===== config.mk =====
export PLATFORM = sky130hd
export DESIGN_NAME = sme_iter_unit
export DESIGN_NICKNAME = d
export VERILOG_FILES = /design/src/design/sme_pkg.sv /design/src/design/sme_iter_unit.sv
export SDC_FILE = /design/constraint.sdc
export NUM_CORES = 1
export LEC_CHECK = 0
export BUFFER_PORTS_ARGS = -buffer_cell sky130_fd_sc_hd__buf_2
export CAP_MARGIN = 0
export CORE_MARGIN = 2
export CORE_UTILIZATION = 50
export DETAILED_ROUTE_END_ITERATION = 12
export PLACE_DENSITY = 0.7
export SLEW_MARGIN = 5
export SYNTH_ARGS = -nofsm -noshare
export SYNTH_HDL_FRONTEND = slang
export SYNTH_SLANG_ARGS = --single-unit

===== constraint.sdc =====
create_clock -name clk -period 5.5 [get_ports clk]
set_clock_uncertainty 0.05 [all_clocks]
set_input_delay 0 -clock clk [delete_from_list [all_inputs] [get_ports clk]]
set_output_delay 0 -clock clk [all_outputs]
set_load 0.02 [all_outputs]

===== src/design/sme_pkg.sv =====
// Shared types, operation codes and status codes for the stack machine execute block.
`timescale 1ns / 1ps
`default_nettype none

package sme_pkg;

  localparam int DATA_W  = 32;
  localparam int FUNC_W  = 5;
  localparam int DEPTH_W = 11;
  localparam int BR_W    = 2;
  localparam int STAT_W  = 3;

  // Operation codes of the input beat.
  localparam logic [FUNC_W-1:0] FN_PUSH  = 5'd0;
  localparam logic [FUNC_W-1:0] FN_ADD   = 5'd1;
  localparam logic [FUNC_W-1:0] FN_SUB   = 5'd2;
  localparam logic [FUNC_W-1:0] FN_MUL   = 5'd3;
  localparam logic [FUNC_W-1:0] FN_DIV   = 5'd4;
  localparam logic [FUNC_W-1:0] FN_MOD   = 5'd5;
  localparam logic [FUNC_W-1:0] FN_LT    = 5'd6;
  localparam logic [FUNC_W-1:0] FN_LE    = 5'd7;
  localparam logic [FUNC_W-1:0] FN_EQ    = 5'd8;
  localparam logic [FUNC_W-1:0] FN_NE    = 5'd9;
  localparam logic [FUNC_W-1:0] FN_POP   = 5'd10;
  localparam logic [FUNC_W-1:0] FN_OVER  = 5'd11;
  localparam logic [FUNC_W-1:0] FN_SWAP  = 5'd12;
  localparam logic [FUNC_W-1:0] FN_DUP   = 5'd13;
  localparam logic [FUNC_W-1:0] FN_DUP2  = 5'd14;
  localparam logic [FUNC_W-1:0] FN_IF    = 5'd15;
  localparam logic [FUNC_W-1:0] FN_ELSE  = 5'd16;
  localparam logic [FUNC_W-1:0] FN_ENDIF = 5'd17;

  // Conditional region modes.
  localparam logic [BR_W-1:0] BR_NONE = 2'd0;
  localparam logic [BR_W-1:0] BR_EXEC = 2'd1;
  localparam logic [BR_W-1:0] BR_SKIP = 2'd2;

  // Result status codes.
  localparam logic [STAT_W-1:0] ST_OK        = 3'd0;
  localparam logic [STAT_W-1:0] ST_UNDERFLOW = 3'd1;
  localparam logic [STAT_W-1:0] ST_OVERFLOW  = 3'd2;
  localparam logic [STAT_W-1:0] ST_DIV_ZERO  = 3'd3;
  localparam logic [STAT_W-1:0] ST_SKIPPED   = 3'd4;

  typedef struct packed {
    logic        [FUNC_W-1:0] func;
    logic signed [DATA_W-1:0] immediate;
  } sme_in_t;

  typedef struct packed {
    logic signed [DATA_W-1:0]  top_value;
    logic signed [DATA_W-1:0]  popped_value;
    logic        [DEPTH_W-1:0] depth;
    logic        [BR_W-1:0]    branch_state;
    logic        [STAT_W-1:0]  status;
  } sme_out_t;

  // Operation of the iterative multiply / divide unit.
  typedef enum logic [1:0] {
    IOP_MUL,
    IOP_DIV,
    IOP_MOD
  } sme_iop_t;

  typedef struct packed {
    logic              start;
    sme_iop_t          op;
    logic [DATA_W-1:0] opa;
    logic [DATA_W-1:0] opb;
  } sme_iter_req_t;

  typedef struct packed {
    logic              done;
    logic [DATA_W-1:0] result;
  } sme_iter_rsp_t;

endpackage

`default_nettype wire


===== src/design/sme_iter_unit.sv =====
// Iterative multiply, divide and modulo unit built around one shared adder.
`timescale 1ns / 1ps
`default_nettype none

module sme_iter_unit
  import sme_pkg::*;
(
  input  wire logic          clk,
  input  wire logic          rst_n,
  input  wire sme_iter_req_t req,
  output sme_iter_rsp_t      rsp
);

  typedef enum logic [4:0] {
    U_IDLE = 5'b00001,
    U_ABSA = 5'b00010,
    U_ABSB = 5'b00100,
    U_STEP = 5'b01000,
    U_FIN  = 5'b10000
  } sme_ustate_t;

  localparam int CNT_W = $clog2(DATA_W);

  sme_ustate_t       ustate_r;
  logic              done_r;
  logic [CNT_W-1:0]  cnt_r;
  sme_iop_t          op_r;
  logic              neg_r;
  logic [DATA_W-1:0] acc_r;
  logic [DATA_W-1:0] opa_r;
  logic [DATA_W-1:0] opb_r;

  logic [DATA_W:0]   add_x;
  logic [DATA_W:0]   add_y;
  logic              add_sub;
  logic [DATA_W+1:0] add_sum;
  logic              add_ge;

  // Operand selection for the shared adder / subtractor.
  always_comb begin
    add_x   = '0;
    add_y   = '0;
    add_sub = 1'b0;
    unique case (ustate_r)
      U_ABSA: begin
        add_y   = {1'b0, opa_r};
        add_sub = opa_r[DATA_W-1];
      end
      U_ABSB: begin
        add_y   = {1'b0, opb_r};
        add_sub = opb_r[DATA_W-1];
      end
      U_STEP: begin
        if (op_r == IOP_MUL) begin
          add_x = {1'b0, acc_r};
          add_y = {1'b0, opa_r};
        end else begin
          add_x   = {acc_r, opa_r[DATA_W-1]};
          add_y   = {1'b0, opb_r};
          add_sub = 1'b1;
        end
      end
      U_FIN: begin
        add_y   = {1'b0, (op_r == IOP_DIV) ? opa_r : acc_r};
        add_sub = neg_r;
      end
      default: begin
      end
    endcase
  end

  assign add_sum = {1'b0, add_x} + (add_sub ? ~{1'b0, add_y} : {1'b0, add_y})
                 + (DATA_W+2)'(add_sub);
  assign add_ge  = ~add_sum[DATA_W+1];

  // Sequencer: magnitudes for divide and modulo, one bit per step, then the sign fix.
  always_ff @(posedge clk) begin
    if (!rst_n) begin
      ustate_r <= U_IDLE;
      done_r   <= 1'b0;
    end else begin
      done_r <= (ustate_r == U_FIN);
      unique case (ustate_r)
        U_IDLE: begin
          if (req.start) begin
            ustate_r <= (req.op == IOP_MUL) ? U_STEP : U_ABSA;
          end
        end
        U_ABSA: ustate_r <= U_ABSB;
        U_ABSB: ustate_r <= U_STEP;
        U_STEP: begin
          if (cnt_r == CNT_W'(DATA_W - 1)) begin
            ustate_r <= U_FIN;
          end
        end
        U_FIN: ustate_r <= U_IDLE;
        default: ustate_r <= U_IDLE;
      endcase
    end
  end

  // Datapath registers.
  always_ff @(posedge clk) begin
    case (ustate_r)
      U_IDLE: begin
        if (req.start) begin
          op_r  <= req.op;
          opa_r <= req.opa;
          opb_r <= req.opb;
          acc_r <= '0;
          cnt_r <= '0;
          case (req.op)
            IOP_DIV: neg_r <= req.opa[DATA_W-1] ^ req.opb[DATA_W-1];
            IOP_MOD: neg_r <= req.opa[DATA_W-1];
            default: neg_r <= 1'b0;
          endcase
        end
      end
      U_ABSA: opa_r <= add_sum[DATA_W-1:0];
      U_ABSB: opb_r <= add_sum[DATA_W-1:0];
      U_STEP: begin
        cnt_r <= cnt_r + CNT_W'(1);
        if (op_r == IOP_MUL) begin
          if (opb_r[0]) begin
            acc_r <= add_sum[DATA_W-1:0];
          end
          opa_r <= {opa_r[DATA_W-2:0], 1'b0};
          opb_r <= {1'b0, opb_r[DATA_W-1:1]};
        end else begin
          acc_r <= add_ge ? add_sum[DATA_W-1:0] : add_x[DATA_W-1:0];
          opa_r <= {opa_r[DATA_W-2:0], add_ge};
        end
      end
      U_FIN: acc_r <= add_sum[DATA_W-1:0];
      default: begin
      end
    endcase
  end

  assign rsp.done   = done_r;
  assign rsp.result = acc_r;

endmodule

`default_nettype wire


==> summary.md <==
| Metric | Value |
|---|---|
| TNS Setup | `0 ns` |
| Largest fanout on the critical path | `17` |
| Largest cells by area after synthesis | `edfxtp_1 (39%), nand2_1 (6.1%), ha_1 (5.8%)` |
| Slew HR | `35.5%` |
| Pre-Repair DR Iteration Count | `5` |
| Vias in the first global route | `7257` |
| GRT Util Overall | `28.3%` |
| CTS Root Cell | `clkbuf_16` |
| Design area | `9700 um^2` |
| CP cell instances | `nand2b_1 -> or2_1 -> nor2_1 -> a21oi_1 -> o21ai_2 -> buf_4 -> a222oi_1 -> mux2i_1 -> ha_1 -> a211o_1 -> or4b_2 -> or3_1 -> nand3_1 -> a311oi_1 -> a21o_1 -> a21oi_1 -> xor2_1 -> o21ai_0` |
| Syn avg cell area | `9.20 um^2` |
| Status | `complete, no violations` |
| Max Transition Viols Final | `0` |
| Initial Utilization | `50.7%` |
| HP Class | `input port to flip-flop` |
| Cell count after synthesis | `866` |
| Post-layout nets | `1123` |
| Grt met2 use | `44.3%` |
| FP Rows | `46` |
| Area Growth Syn to Fin | `21.7%` |
| Clk buf depth | `2` |
| Crit end category | `flip-flop` |
| Syn Nets | `973` |
| Final ANT Viol Nets | `0` |
| Final Hold Viols | `0` |
| Fin cells | `1237` |
| Core area | `15700 um^2` |
| List of most frequent post-synthesis cells | `nand2_1 (130), edfxtp_1 (104), o21ai_0 (73)` |
| Setup CP Type | `flip-flop to flip-flop` |
| Skew-Pair Late Insertion Delay | `0.36 ns` |
| Vias | `7611` |
| Prevailing post-synth register cell | `edfxtp_1` |
| # DRC | `0` |
| Maximum vdd drop | `0.154 mV` |
| Die area | `17000 um^2` |
| Number of port buffers | `101` |
| Number of inserted diodes | `0` |
| Clock-pin slew on the worst setup and hold paths | `0.07 ns` |
| RePlAce Congestion | `0.930` |
| Leak | `3.77 nW` |
| GR Util met1 | `40.5%` |
| Top delay family on crit path | `compound AO/OA/AOI/OAI gates` |
| Stages on worst setup path | `18` |
| Power, Total | `0.00235 W` |
| RSZ-0062 raised after global routing | `false` |
| Placed cells | `1153` |
| Power density over the cells | `243 nW/um^2` |
| Final Setup Violations | `0` |
| Most used cell, CP | `a21oi_1` |
| Reported max-cap violation count | `0` |
| Initial antenna violation count | `0` |
| Synth cell types | `68` |
| Mapped Area | `7960 um^2` |
| Post-Route WL | `23400 um` |
| Total CTS buffers | `9` |
| First DRT Iteration DRCs | `904` |
| Die height | `130 um` |
| Post-synthesis sequential area ratio | `40.7%` |
| Via density | `6.15` |
| Period utilization | `90.4%` |
| Worst path bufs/invs | `1` |
| Worst setup SP type | `flip-flop` |
| Share of cells above drive strength 1 | `16.2%` |
| Top cell type by total area after synthesis | `edfxtp_1` |
| CP max stage cell | `or4b_2` |
| Die Width | `130 um` |
| DP HPWL | `15900 um` |
| Dpl cell area | `8760 um^2` |
| WP data required | `5.54 ns` |
| Met3 Use GR | `3.90%` |
| Post-synth ARST share | `0%` |
| Number of flops mapped to enable cells by yosys | `104` |
| Synth warn | `0` |
| Congestion Overflow GR | `0` |
| Synthesized flop and latch total | `110` |
| Largest net degree at the start of global routing | `68` |
| Arrival time worst endpoint | `5.01 ns` |
| # IOs | `102` |
| DP Worst Slack | `0.626 ns` |
| Top Usage Layer GRT | `met2` |
| Cells on worst reg2reg path | `18` |
| CTS sink cnt | `110` |
| Most frequent cell after synthesis | `nand2_1` |
| # resized after CTS | `0` |
| Max Freq | `0.201 GHz` |
| CTS tree | `yes` |
| DR WL/cell | `18.9 um` |
| Worst Tran Pin Value | `0.967 ns` |
| # fillers | `1349` |
| Hold path depth | `2` |
| Critical Path Max Stage Delay | `0.60 ns` |
| Area share of the largest cell type after synthesis | `39.2%` |
| First-pass GRT wire length | `37800 um` |
| Setup ws final | `0.530 ns` |
| CTS H-tree depth | `3` |
| Crit path time final | `4.97 ns` |
-- cell families (layout without fill, tap and decap cells) --
family / after synthesis / after routing / synth area share (%)
AO/OA/AOI/OAI: 334 / 334 / 27.7
XOR/XNOR: 62 / 62 / 6.82
adder cells (fa/ha/maj): 38 / 38 / 6.06
buffers and inverters: 76 / 231 / 3.94
flip-flops: 110 / 110 / 40.7
multiplexers: 6 / 6 / 0.770
AND/OR/NAND/NOR: 240 / 240 / 14.0
-- cell type report --
type	count	area, um^2	area share (%)
Tap cell	216	270	2.79
Timing Repair Buffer	199	1410	14.6
Clock buffer	13	240	2.48
Sequential cell	110	3240	33.4
Inverter	16	60.1	0.619
Clock inverter	3	11.3	0.116
Multi-Input combinational cell	680	4460	46.0
-- through the flow --
step / hold slack, ns / utilization (%)
global placement: 0.201 / 55.8
global route: 0.382 / 61.7
CTS: 0.361 / 61.7
finish: 0.373 / 61.7
floorplan: 0.0367 / -
detailed placement: 0.194 / 55.8
-- power by group --
| part | internal, W | leakage, nW | total [W] | switching [W] |
|---|---|---|---|---|
| logic | 0.000196 | 2.58 | 0.000532 | 0.000336 |
| clock network | 0.000304 | 0.120 | 0.000594 | 0.000291 |
| registers | 0.00110 | 1.07 | 0.00122 | 0.000124 |
| total | 0.00160 | 3.77 | 0.00235 | 0.000750 |
-- worst paths after layout --
kind                       startpoint                endpoint  slack [ns]
max reg2reg  ustate_r[0]$_SDFFE_PN1P_     opa_r[30]$_DFFE_PP_        0.53
min                           req[64]       op_r[0]$_DFFE_PP_        0.37
max          ustate_r[0]$_SDFFE_PN1P_     opa_r[30]$_DFFE_PP_        0.53
min reg2reg    cnt_r[0]$_SDFFCE_PP0P_  cnt_r[0]$_SDFFCE_PP0P_        0.54
-- cells in the final DEF (no fill, tap or decap), types with 37 or more instances in the layout --
| cell type | instances |
|---|---|
| o21ai_1 | 39 |
| a22oi_1 | 60 |
| a21oi_1 | 68 |
| o21ai_0 | 72 |
| xnor2_1 | 45 |
| buf_2 | 101 |
| nand2_1 | 130 |
| dlygate4sd3_1 | 68 |
| edfxtp_1 | 104 |
| ha_1 | 37 |
-- sequential cells by signal, summed over array words and instances, names as in the netlist --
| register | cells |
|---|---|
| acc_r | 32 |
| opa_r | 32 |
| opb_r | 32 |
| cnt_r | 5 |
| ustate_r | 5 |
| op_r | 2 |
| done_r | 1 |
| neg_r | 1 |
-- what timing repair did --
item	4_1_cts	5_1_grt
hold endpoints to repair	72	0
hold buffers	68	0
setup buffers	0	0
-- layer usage --
metal	wire length [um]	vias to the layer above	part of all wire (%)
met4	355	0	1.5
li1	-	3600	-
met3	1730	27	7.4
met2	10800	354	46
met5	0	-	0
met1	10600	3630	45
(Power assumes the default switching activity.)
